<file path="src/hdl/aes_pkg.sv">
// AES package: state enum, control/status structs, S-box tables and round helpers.
// No dependencies; used by every module in hdl/.
package aes_pkg;

  typedef enum logic [2:0] {
    StIdle,
    StExpand,
    StInit,
    StRound,
    StOut
  } aes_state_e;

  localparam logic [1:0] KeyLen128 = 2'd0;
  localparam logic [1:0] KeyLen192 = 2'd1;

  localparam logic [2:0] RegKey0   = 3'd0;
  localparam logic [2:0] RegKey1   = 3'd1;
  localparam logic [2:0] RegKey2   = 3'd2;
  localparam logic [2:0] RegKey3   = 3'd3;
  localparam logic [2:0] RegKeyLen = 3'd4;
  localparam logic [2:0] RegIvHigh = 3'd5;
  localparam logic [2:0] RegIvLow  = 3'd6;
  localparam logic [2:0] RegMode   = 3'd7;

  // controller -> datapath
  typedef struct packed {
    logic       exp_start;  // latch key length, restart schedule index
    logic       exp_step;   // compute one schedule word
    logic       load;       // capture input block, do initial key add
    logic       round;      // one cipher round
    logic       last;       // this round is the final one
    logic       finish;     // output XOR and chain update
    logic [3:0] rnd;        // round key index for this cycle
  } aes_ctrl_t;

  // datapath -> controller
  typedef struct packed {
    logic       exp_done;
    logic [3:0] rounds;
  } aes_stat_t;

  localparam logic [7:0] FwdBox [256] = '{
8'h63,8'h7c,8'h77,8'h7b,8'hf2,8'h6b,8'h6f,8'hc5,8'h30,8'h01,8'h67,8'h2b,8'hfe,8'hd7,8'hab,8'h76,
8'hca,8'h82,8'hc9,8'h7d,8'hfa,8'h59,8'h47,8'hf0,8'had,8'hd4,8'ha2,8'haf,8'h9c,8'ha4,8'h72,8'hc0,
8'hb7,8'hfd,8'h93,8'h26,8'h36,8'h3f,8'hf7,8'hcc,8'h34,8'ha5,8'he5,8'hf1,8'h71,8'hd8,8'h31,8'h15,
8'h04,8'hc7,8'h23,8'hc3,8'h18,8'h96,8'h05,8'h9a,8'h07,8'h12,8'h80,8'he2,8'heb,8'h27,8'hb2,8'h75,
8'h09,8'h83,8'h2c,8'h1a,8'h1b,8'h6e,8'h5a,8'ha0,8'h52,8'h3b,8'hd6,8'hb3,8'h29,8'he3,8'h2f,8'h84,
8'h53,8'hd1,8'h00,8'hed,8'h20,8'hfc,8'hb1,8'h5b,8'h6a,8'hcb,8'hbe,8'h39,8'h4a,8'h4c,8'h58,8'hcf,
8'hd0,8'hef,8'haa,8'hfb,8'h43,8'h4d,8'h33,8'h85,8'h45,8'hf9,8'h02,8'h7f,8'h50,8'h3c,8'h9f,8'ha8,
8'h51,8'ha3,8'h40,8'h8f,8'h92,8'h9d,8'h38,8'hf5,8'hbc,8'hb6,8'hda,8'h21,8'h10,8'hff,8'hf3,8'hd2,
8'hcd,8'h0c,8'h13,8'hec,8'h5f,8'h97,8'h44,8'h17,8'hc4,8'ha7,8'h7e,8'h3d,8'h64,8'h5d,8'h19,8'h73,
8'h60,8'h81,8'h4f,8'hdc,8'h22,8'h2a,8'h90,8'h88,8'h46,8'hee,8'hb8,8'h14,8'hde,8'h5e,8'h0b,8'hdb,
8'he0,8'h32,8'h3a,8'h0a,8'h49,8'h06,8'h24,8'h5c,8'hc2,8'hd3,8'hac,8'h62,8'h91,8'h95,8'he4,8'h79,
8'he7,8'hc8,8'h37,8'h6d,8'h8d,8'hd5,8'h4e,8'ha9,8'h6c,8'h56,8'hf4,8'hea,8'h65,8'h7a,8'hae,8'h08,
8'hba,8'h78,8'h25,8'h2e,8'h1c,8'ha6,8'hb4,8'hc6,8'he8,8'hdd,8'h74,8'h1f,8'h4b,8'hbd,8'h8b,8'h8a,
8'h70,8'h3e,8'hb5,8'h66,8'h48,8'h03,8'hf6,8'h0e,8'h61,8'h35,8'h57,8'hb9,8'h86,8'hc1,8'h1d,8'h9e,
8'he1,8'hf8,8'h98,8'h11,8'h69,8'hd9,8'h8e,8'h94,8'h9b,8'h1e,8'h87,8'he9,8'hce,8'h55,8'h28,8'hdf,
8'h8c,8'ha1,8'h89,8'h0d,8'hbf,8'he6,8'h42,8'h68,8'h41,8'h99,8'h2d,8'h0f,8'hb0,8'h54,8'hbb,8'h16};

  localparam logic [7:0] InvBox [256] = '{
8'h52,8'h09,8'h6a,8'hd5,8'h30,8'h36,8'ha5,8'h38,8'hbf,8'h40,8'ha3,8'h9e,8'h81,8'hf3,8'hd7,8'hfb,
8'h7c,8'he3,8'h39,8'h82,8'h9b,8'h2f,8'hff,8'h87,8'h34,8'h8e,8'h43,8'h44,8'hc4,8'hde,8'he9,8'hcb,
8'h54,8'h7b,8'h94,8'h32,8'ha6,8'hc2,8'h23,8'h3d,8'hee,8'h4c,8'h95,8'h0b,8'h42,8'hfa,8'hc3,8'h4e,
8'h08,8'h2e,8'ha1,8'h66,8'h28,8'hd9,8'h24,8'hb2,8'h76,8'h5b,8'ha2,8'h49,8'h6d,8'h8b,8'hd1,8'h25,
8'h72,8'hf8,8'hf6,8'h64,8'h86,8'h68,8'h98,8'h16,8'hd4,8'ha4,8'h5c,8'hcc,8'h5d,8'h65,8'hb6,8'h92,
8'h6c,8'h70,8'h48,8'h50,8'hfd,8'hed,8'hb9,8'hda,8'h5e,8'h15,8'h46,8'h57,8'ha7,8'h8d,8'h9d,8'h84,
8'h90,8'hd8,8'hab,8'h00,8'h8c,8'hbc,8'hd3,8'h0a,8'hf7,8'he4,8'h58,8'h05,8'hb8,8'hb3,8'h45,8'h06,
8'hd0,8'h2c,8'h1e,8'h8f,8'hca,8'h3f,8'h0f,8'h02,8'hc1,8'haf,8'hbd,8'h03,8'h01,8'h13,8'h8a,8'h6b,
8'h3a,8'h91,8'h11,8'h41,8'h4f,8'h67,8'hdc,8'hea,8'h97,8'hf2,8'hcf,8'hce,8'hf0,8'hb4,8'he6,8'h73,
8'h96,8'hac,8'h74,8'h22,8'he7,8'had,8'h35,8'h85,8'he2,8'hf9,8'h37,8'he8,8'h1c,8'h75,8'hdf,8'h6e,
8'h47,8'hf1,8'h1a,8'h71,8'h1d,8'h29,8'hc5,8'h89,8'h6f,8'hb7,8'h62,8'h0e,8'haa,8'h18,8'hbe,8'h1b,
8'hfc,8'h56,8'h3e,8'h4b,8'hc6,8'hd2,8'h79,8'h20,8'h9a,8'hdb,8'hc0,8'hfe,8'h78,8'hcd,8'h5a,8'hf4,
8'h1f,8'hdd,8'ha8,8'h33,8'h88,8'h07,8'hc7,8'h31,8'hb1,8'h12,8'h10,8'h59,8'h27,8'h80,8'hec,8'h5f,
8'h60,8'h51,8'h7f,8'ha9,8'h19,8'hb5,8'h4a,8'h0d,8'h2d,8'he5,8'h7a,8'h9f,8'h93,8'hc9,8'h9c,8'hef,
8'ha0,8'he0,8'h3b,8'h4d,8'hae,8'h2a,8'hf5,8'hb0,8'hc8,8'heb,8'hbb,8'h3c,8'h83,8'h53,8'h99,8'h61,
8'h17,8'h2b,8'h04,8'h7e,8'hba,8'h77,8'hd6,8'h26,8'he1,8'h69,8'h14,8'h63,8'h55,8'h21,8'h0c,8'h7d};

  localparam logic [7:0] RoundConst [11] = '{
    8'h8d, 8'h01, 8'h02, 8'h04, 8'h08, 8'h10, 8'h20, 8'h40, 8'h80, 8'h1b, 8'h36};

  function automatic logic [7:0] xtime(input logic [7:0] x);
    xtime = {x[6:0], 1'b0} ^ (x[7] ? 8'h1b : 8'h00);
  endfunction

  function automatic logic [31:0] sub_word(input logic [31:0] w);
    sub_word = {FwdBox[w[31:24]], FwdBox[w[23:16]], FwdBox[w[15:8]], FwdBox[w[7:0]]};
  endfunction

  // forward column mix
  function automatic logic [31:0] mix_col(input logic [31:0] c);
    logic [7:0] a0, a1, a2, a3, all;
    a0 = c[31:24]; a1 = c[23:16]; a2 = c[15:8]; a3 = c[7:0];
    all = a0 ^ a1 ^ a2 ^ a3;
    mix_col = {a0 ^ all ^ xtime(a0 ^ a1), a1 ^ all ^ xtime(a1 ^ a2),
               a2 ^ all ^ xtime(a2 ^ a3), a3 ^ all ^ xtime(a3 ^ a0)};
  endfunction

  // inverse column mix: multiply by 4 correction, then forward mix
  function automatic logic [31:0] inv_mix_col(input logic [31:0] c);
    logic [7:0] a0, a1, a2, a3, u, v;
    a0 = c[31:24]; a1 = c[23:16]; a2 = c[15:8]; a3 = c[7:0];
    u = xtime(xtime(a0 ^ a2));
    v = xtime(xtime(a1 ^ a3));
    inv_mix_col = mix_col({a0 ^ u, a1 ^ v, a2 ^ u, a3 ^ v});
  endfunction

endpackage

</file>
<file path="src/hdl/aes_ctrl.sv">
// AES controller: sequences key expansion, rounds and result handoff.
// Depends on aes_pkg.
module aes_ctrl (
  input  logic              clk_i,
  input  logic              rst_ni,
  input  logic              in_valid_i,
  output logic              in_ready_o,
  input  logic              in_op_i,
  output logic              out_valid_o,
  input  logic              out_ready_i,
  input  logic              key_dirty_i,
  input  aes_pkg::aes_stat_t stat_i,
  output aes_pkg::aes_ctrl_t ctrl_o
);
  import aes_pkg::*;

  aes_state_e state_q, state_d;
  logic [3:0] cnt_q, cnt_d;
  logic       dec_q, dec_d;
  logic       sched_ok_q, sched_ok_d;

  // next state
  always_comb begin
    state_d    = state_q;
    cnt_d      = cnt_q;
    dec_d      = dec_q;
    sched_ok_d = sched_ok_q & ~key_dirty_i;
    case (state_q)
      StIdle: begin
        if (in_valid_i) begin
          dec_d = in_op_i;
          if (!sched_ok_d) state_d = StExpand;
          else state_d = StInit;
        end
      end
      StExpand: begin
        if (stat_i.exp_done) begin
          sched_ok_d = 1'b1;
          state_d    = StInit;
        end
      end
      StInit: begin
        state_d = StRound;
        cnt_d   = 4'd1;
      end
      StRound: begin
        if (cnt_q == stat_i.rounds) state_d = StOut;
        else cnt_d = cnt_q + 4'd1;
      end
      StOut: begin
        if (out_ready_i) state_d = StIdle;
      end
      default: state_d = StIdle;
    endcase
  end

  // outputs
  always_comb begin
    ctrl_o           = '0;
    in_ready_o       = 1'b0;
    out_valid_o      = 1'b0;
    ctrl_o.exp_start = (state_q == StIdle) && in_valid_i && !(sched_ok_q && !key_dirty_i);
    case (state_q)
      StIdle:   in_ready_o = 1'b0;
      StExpand: ctrl_o.exp_step = 1'b1;
      StInit: begin
        ctrl_o.load = 1'b1;
        in_ready_o  = 1'b1;
        ctrl_o.rnd  = in_op_i ? stat_i.rounds : 4'd0;
      end
      StRound: begin
        ctrl_o.round = 1'b1;
        ctrl_o.last  = (cnt_q == stat_i.rounds);
        ctrl_o.rnd   = dec_q ? stat_i.rounds - cnt_q : cnt_q;
        ctrl_o.finish = ctrl_o.last;
      end
      StOut: out_valid_o = 1'b1;
      default: ctrl_o = '0;
    endcase
  end

  always_ff @(posedge clk_i or negedge rst_ni) begin
    if (!rst_ni) begin
      state_q    <= StIdle;
      cnt_q      <= '0;
      dec_q      <= 1'b0;
      sched_ok_q <= 1'b0;
    end else begin
      state_q    <= state_d;
      cnt_q      <= cnt_d;
      dec_q      <= dec_d;
      sched_ok_q <= sched_ok_d;
    end
  end

endmodule

</file>
<file path="config.mk">
export PLATFORM = sky130hd
export DESIGN_NAME = aes_ctrl
export DESIGN_NICKNAME = d
export VERILOG_FILES = /design/src/hdl/aes_pkg.sv /design/src/hdl/aes_ctrl.sv
export SDC_FILE = /design/constraint.sdc
export NUM_CORES = 1
export LEC_CHECK = 0
export BUFFER_PORTS_ARGS = -buffer_cell sky130_fd_sc_hd__clkbuf_2
export CORE_MARGIN = 2
export CORE_UTILIZATION = 53
export DETAILED_ROUTE_END_ITERATION = 8
export PLACE_DENSITY = 0.92
export SLEW_MARGIN = 30
export SYNTH_ARGS = -nofsm -noshare
export SYNTH_HDL_FRONTEND = slang
export SYNTH_SLANG_ARGS = --single-unit
</file>
<file path="constraint.sdc">
create_clock -name clk_i -period 7.1 [get_ports clk_i]
set_input_delay 2.13 -clock clk_i [delete_from_list [all_inputs] [get_ports clk_i]]
set_output_delay 2.13 -clock clk_i [all_outputs]
set_load 0.05 [all_outputs]
</file>
### Word level (Yosys, flattened, before mapping)

Index checks and enable logic that the tools add are counted.

| operators by class | value |
|---|---|
| add/subtract/negate cells | 2 |
| equality and inequality tests | 10 |
| muxes and demuxes | 18 |
| bitwise operators | 2 |
| reductions and logical operators | 11 |

Operators with widths:

| cell | number |
|---|---|
| one-hot mux 4 bit (2 select lines) | 2 |
| two-way mux 3 bit | 5 |
| one-hot mux 3 bit (5 select lines) | 1 |
| two-way mux 4 bit | 3 |
| inequality test 2 bit, second input constant | 5 |
| == test 3 x 2 -> 1 bit, second input constant | 2 |
| two-way mux 1 bit | 6 |
| OR reduction 5 bit | 1 |
| adder 4 x 1 -> 4 bit, second input constant | 1 |
| == test 4 bit | 1 |
| AND reduction 2 bit | 2 |
| AND reduction 4 bit | 1 |
| subtractor 4 bit | 1 |
| == test 3 x 1 -> 1 bit, second input constant | 1 |
| == test 3 bit, second input constant | 1 |
| logical AND 1 bit | 3 |
| zero test 3 bit | 1 |
| zero test 1 bit | 2 |
| two-way mux 2 bit | 1 |
| nonzero test 2 bit | 1 |
| bitwise AND 1 bit | 1 |
| inverter 1 bit | 1 |

| word-level totals | value |
|---|---|
| register bits | 9 |
| input bits | 11 |
| word-level logic and storage cells | 47 |

### Longest topological paths before layout

Gate-level depths: netlist (run 1).

| logic depth | value |
|---|---|
| depth in word-level cells | 5 |
| depth in mapped cells | 6 |
| mapped depth without buffers | 6 |

### Worst setup path before layout (run 1)

OpenSTA, ideal clock, no wires.

| timing path | value |
|---|---|
| path kind | input to output |
| start point | in stat_i[0] (netlist name) |
| end point | out ctrl_o[2] (netlist name) |
| arrival | 4.032 ns |
| data required time | 4.970 ns |
| path slack | 0.938 ns |
| stages on the path | 6 |
| path buffers | 0 |
| cells stage by stage | inv_1 -> ha_1 -> fa_1 -> xnor2_1 -> mux2i_1 -> o21ai_0 |

RTL lines:

| what | RTL line | RTL |
|---|---|---|
| from (decl) | aes_ctrl.sv:12 | `input aes_pkg::aes_stat_t stat_i,` |
| to (decl) | aes_ctrl.sv:13 | `output aes_pkg::aes_ctrl_t ctrl_o` |

==> results.py, run 1 <==
metrics = {
    "yosys": {
        "syn-cell-area_um2": 773,
        "yosys_register_bits": 9,
        "synth_cell_type_count": 36,
        "synth_edf_count": 0,
        "synth_area_per_cell_um2": 8.99,
        "yosysWarnings": 0,
        "synth_largest_type_area_fraction_pct": 29.1,
        "async_reset_ff_share_pct": 100,
        "synth-main-ff-cell": "dfrtp_1",
        "yosys.area.top_type": "dfrtp_1",
        "ys_seq_area_share_pct": 29.1,
        "synth.area.top_cells": "dfrtp_1 (29%), ha_1 (6.5%), mux2i_1 (5.2%), o21ai_0 (3.9%), a41oi_4 (3.6%)",
        "synth_cells": 86,
        "syn_nets": 102,
    },
    "critical_path": {
        "cp-start-kind": "input port",
        "endpoint_kind": "output pin",
        "worstReg2RegEnd": "cnt_q[3]",
        "reg2reg_from": "cnt_q[1]",
        "r2r_cells": 5,
        "startpoint": "stat_i[2]",
        "critPathKind": "input port to output pin",
        "cp.required_ns": 4.97,
        "worstSetupEndpoint": "ctrl_o[3]",
        "crit_path_max_fanout": 5,
        "cp.arrival_ns": 3.83,
        "r2r_setup_slack_ns": 5.40,
    },
    "placement": {
        "dp.cells": 117,
        "gp_congestion": 0.778,
        "dp_hpwl_mm": 1.30,
        "io_buffers": 22,
    },
    "power_and_ir_drop": {
        "ir_worst_vdd_mv": 0.350,
        "swShare_pct": 57.9,
        "pwr-share-clk_pct": 8.3,
        "intPower_uw": 201,
        "power.switching_uw": 276,
        "power_density_mw_per_mm2": 531,
        "combPwrFrac_pct": 69.2,
        "p_leak_nw": 0.423,
        "seqPwrFrac_pct": 22.5,
    },
    "cts": {
        "htreeDepth": 1,
        "cts_hold_buf": 0,
        "post_cts_resized": 0,
        "insertion_delay_ns": 0.26,
        "clk_pin_slew_ns": 0.06,
        "cts.sinks": 9,
        "postCtsSetupBuffers": 0,
        "clockBufferDepth": 2,
        "cts_tree": "yes",
        "cts_buffers": 3,
        "clockRootBuffer": "clkbuf_4",
    },
    "grt": {
        "overflow": 0,
        "grt_first_pass_wirelength_mm": 2.78,
        "grt_start_max_net_pins": 11,
        "antenna_found_initial": 0,
        "grt_pass1_vias": 641,
        "grt.total_usage_pct": 20.6,
    },
    "cells_and_area": {
        "stdcell_count": 121,
        "drive_above_1_share_pct": 28.3,
        "mostFrequentLayoutCell": "clkbuf_2",
        "final_cell_mix": "clkbuf_2 (22), dfrtp_1 (9), inv_1 (7)",
        "area_growth_pct": 16.0,
        "fillers": 111,
        "utilization_pct": 67.3,
        "antennaDiodeCount": 0,
        "nets": 123,
    },
    "detailed_routing": {
        "drc_errors": 0,
        "viasPerCell": 5.95,
        "wl_per_cell_um": 13.8,
        "wl_mm": 1.67,
        "first_iter_violations": 19,
        "postRouteAntennaNets": 0,
        "dr.pass1.iters": 4,
        "via_count": 720,
    },
    "sta": {
        "setup_viol": 0,
        "tightest_slew_ns": 0.384,
        "fin_crit_sh_pct": 84.0,
        "grt_setup_unrepaired": "no",
        "clock_skew_ns": 0.00885,
        "finalHoldViolations": 0,
        "slew_headroom_pct": 74.4,
        "fmax_ghz": 0.168,
        "setup-tns-final_ns": 0,
        "layout_min_cycle_time_ns": 5.96,
        "slew_violations": 0,
    },
    "floorplanning": {
        "die_h_um": 42.2,
        "rows": 13,
        "initial_core_util_pct": 58.0,
        "ios": 23,
        "chipWidth_um": 42.2,
        "dieArea_mm2": 0.00178,
        "core_mm2": 0.00133,
    },
    "hold_path": {
        "hp-class": "register to register",
        "worstHoldStart": "sched_ok_q",
    },
    "flow_run": {
        "cap_violations": 0,
    },
    "outcome": {
        "status": "completed",
    },
}
[registers in the layout (all words and copies together) (netlist names)]
name	count
cnt_q	4
state_q	3
dec_q	1
sched_ok_q	1
[critical path, cell delays in order]
cell and delay, ns:
clkbuf_2 0.10, ha_1 0.41, a21oi_1 0.16, a2111o_1 0.42
and4_1 0.18, o311ai_0 0.09, clkbuf_2 0.33
[worst min path at each step]
stage | endpoint | cells after the start
after floorplan | sched_ok_q | 2
after global placement | sched_ok_q | 2
after detailed placement | sched_ok_q | 2
after CTS | sched_ok_q | 2
after global routing | sched_ok_q | 2
final | sched_ok_q | 2
[routing by layer]
metal | track usage [%] | part of all wire (%) | up-vias
li1 | - | - | 353
met5 | 0 | 0 | -
met4 | 6.88 | 0 | 0
met3 | 7.76 | 5.5 | 0
met2 | 32.9 | 50 | 24
met1 | 25.3 | 44 | 343
[area by class of cell]
| type | instances | area [um2] | area share (%) |
|---|---|---|---|
| multi-input combinational | 64 | 490 | 54.7 |
| timing repair buffer | 22 | 110 | 12.3 |
| tap | 15 | 18.8 | 2.09 |
| clock buffer | 4 | 26.3 | 2.93 |
| inverter | 7 | 26.3 | 2.93 |
| sequential | 9 | 225 | 25.1 |
[power by group through the flow]
stage               registers (mW)  logic [mW]  clock network (mW)
finish                       0.107       0.330              0.0397
global route                 0.112       0.353              0.0458
CTS                          0.107       0.329              0.0416
detailed placement           0.108       0.328                   0
global placement             0.106       0.320                   0
floorplan                   0.0896       0.288                   0
[synthesized netlist by cell type (all sizes together) (2+ instances only)]
master and count:
nand2b 2, mux2 2, ha 4, nand4 4, nand3b 4, mux2i 4, nand3 3, dfrtp 9
nand2 6, nor2 6, nor3b 2, xnor2 2, nor3 2, buf 3, and2 2, clkbuf 3
inv 7, o21ai 6
[kinds of logic (layout without fill, tap and decap cells)]
group | Yosys count | after routing | synth area share [%]
and+or+nand+nor | 33 | 33 | 24.9
xor gates and xnor gates | 2 | 2 | 2.27
buffers and inverters | 13 | 33 | 7.44
AOI/OAI and AO/OA | 18 | 18 | 19.1
muxes | 6 | 6 | 8.09
DFF | 9 | 9 | 29.1
adders and majority gates | 5 | 5 | 9.06
[through the flow]
stage                     area, um2  setup slack [ns]  power [mW]  hold slack [ns]
after global placement          871              1.20       0.426            0.505
after floorplan                 773             0.938       0.377            0.463
after detailed placement        871              1.15       0.436            0.513
final                           897              1.14       0.477            0.522
after CTS                       897              1.15       0.478            0.526
after global routing            897              1.03       0.511            0.591
(Power assumes the default switching activity.)
==> inputs of run 2 (changes only) <==
- CORE_UTILIZATION: 53 -> 50
- PLACE_DENSITY: 0.92 -> 0.88
- clock period: 7.1 -> 5.8 ns (I/O delays scaled with it)
==> run 2 against run 1 <==
Effect of this change:
- combinational power grew 21%
- clock power rose by 20%
- clock skew decreased by 0.0061 ns
- clock-buffer cell count unchanged
- cell count increased by 0.83%
- global-route usage grew 0.97 points
- non-clock buffer count stayed put
- critical path depth unchanged
- via count shrank 2.2%
- sequential power up 23%
- worst hold slack worse by 0.0021 ns
- largest power group unchanged
==> results.py, run 2 (synthesis results as in run 1) <==
metrics = {
    "sta": {
        "fmax_ghz": 0.193,
        "setup-tns-final_ns": 0,
        "setup_viol": 0,
        "layout_min_cycle_time_ns": 5.19,
        "fin_crit_sh_pct": 89.4,
        "finalHoldViolations": 0,
        "slew_violations": 0,
        "slew_headroom_pct": 75.8,
        "setup_ws_ns": 0.614,
        "clock_skew_ns": 0.00279,
        "grt_setup_unrepaired": "no",
        "tightest_slew_ns": 0.363,
        "timing.hold.ws_ns": 0.519,
    },
    "power_and_ir_drop": {
        "p_total_uw": 579,
        "power.switching_uw": 333,
        "seqPwrFrac_pct": 22.7,
        "ir_worst_vdd_mv": 0.319,
        "pwr-share-clk_pct": 8.2,
        "swShare_pct": 57.6,
        "combPwrFrac_pct": 69.0,
        "power_density_mw_per_mm2": 644,
        "intPower_uw": 245,
        "p_leak_nw": 0.423,
    },
    "detailed_routing": {
        "wl_mm": 1.70,
        "first_iter_violations": 16,
        "dr.pass1.iters": 4,
        "wl_per_cell_um": 13.9,
        "viasPerCell": 5.77,
        "postRouteAntennaNets": 0,
        "drc_errors": 0,
        "via_count": 704,
    },
    "cells_and_area": {
        "mostFrequentLayoutCell": "clkbuf_2",
        "fillers": 128,
        "area_growth_pct": 16.2,
        "antennaDiodeCount": 0,
        "utilization_pct": 61.1,
        "drive_above_1_share_pct": 28.3,
        "regMostFlops": "cnt_q",
        "largest_reg_flops": 4,
        "reg_top3": "cnt_q (4), state_q (3)",
        "final_cell_mix": "clkbuf_2 (22), dfrtp_1 (9), inv_1 (7)",
        "nets": 123,
    },
    "cts": {
        "cts_buffers": 3,
        "clockRootBuffer": "clkbuf_4",
        "clk_pin_slew_ns": 0.06,
        "htreeDepth": 1,
        "insertion_delay_ns": 0.26,
        "clockBufferDepth": 2,
        "post_cts_resized": 0,
        "cts_hold_buf": 0,
        "cts.sinks": 9,
        "cts_tree": "yes",
        "postCtsSetupBuffers": 0,
    },
    "floorplanning": {
        "die_h_um": 43.3,
        "rows": 14,
        "dieArea_mm2": 0.00188,
        "ios": 23,
        "chipWidth_um": 43.3,
        "core_mm2": 0.00147,
        "initial_core_util_pct": 52.6,
    },
    "placement": {
        "dp_hpwl_mm": 1.35,
        "io_buffers": 22,
        "gp_congestion": 0.823,
        "place_ws_ns": 0.625,
    },
    "critical_path": {
        "r2r_cells": 5,
        "crit_path_max_fanout": 5,
        "cp.arrival_ns": 3.45,
        "crit_cells": 7,
        "cp_common_cell": "clkbuf_2",
        "endpoint_kind": "output pin",
        "r2r_setup_slack_ns": 4.12,
        "cp.required_ns": 4.06,
        "cp_cell_sequence": "clkbuf_2, ha_1, a21oi_1, a2111o_1, and4_1, o311ai_0, clkbuf_2",
        "cp-start-kind": "input port",
        "critPathKind": "input port to output pin",
        "cp_top_family": "compound AO/OA/AOI/OAI gates",
        "crit_slowest_cell": "a2111o_1",
        "max_stage_delay_ns": 0.44,
        "cp_num_buf_inv": 2,
    },
    "grt": {
        "grt_first_pass_wirelength_mm": 2.95,
        "grtUsageMet3_pct": 4.26,
        "top_usage_layer": "met2",
        "met2_usage_pct": 35.5,
        "grt.total_usage_pct": 21.5,
        "overflow": 0,
        "antenna_found_initial": 0,
        "gr-usage-met1_pct": 25.7,
        "grt_pass1_vias": 701,
        "grt_start_max_net_pins": 11,
    },
    "hold_path": {
        "hp-class": "register to register",
        "hold_depth": 2,
    },
    "outcome": {
        "status": "completed",
    },
    "flow_run": {
        "cap_violations": 0,
    },
}
-- run 2: cell counts in the layout (fill, tap and decap cells not counted) --
Identical to the previous run, type by type.
-- run 2: worst register-to-register path, cell delays in order, from the launching register on --
cell and delay (ns):
dfrtp_1 0.37, inv_1 0.09, ha_1 0.38, a41oi_4 0.30, nand4_1 0.15, mux2_2 0.28
-- run 2: power by group through the flow --
stage               sequential [mW]  combinational [mW]  clock, mW
floorplan                     0.110               0.352          0
global placement              0.130               0.391          0
detailed placement            0.132               0.401          0
CTS                           0.131               0.402     0.0497
global route                  0.137               0.432     0.0545
finish                        0.132               0.399     0.0477
-- run 2: metal layers --
layer | vias to the layer above | routed length, um
met5 | - | 0
met4 | 0 | 15
met3 | 2 | 43
met2 | 10 | 883
met1 | 339 | 755
li1 | 353 | -
-- run 2: final cells by class --
cell class	instances	area (um2)	area share, %
multi-input combinational	64	490	54.6
tap	16	20.0	2.23
inverter	7	26.3	2.92
timing repair buffer	22	110	12.3
clock buffer	4	26.3	2.92
sequential	9	225	25.1
-- run 2: through the flow --
step	cell area [um2]	std cells
2_1_floorplan	773	86
3_3_place_gp	872	118
3_5_place_dp	872	118
4_1_cts	898	122
5_1_grt	898	122
6_report	898	122
-- run 2: worst paths after layout --
check / start / endpoint
min: sched_ok_q / sched_ok_q
min reg2reg: sched_ok_q / sched_ok_q
max: stat_i[2] / ctrl_o[3]
min in group asynchronous: rst_ni / cnt_q[3]
max in group asynchronous: rst_ni / cnt_q[2]
max reg2reg: cnt_q[2] / cnt_q[3]
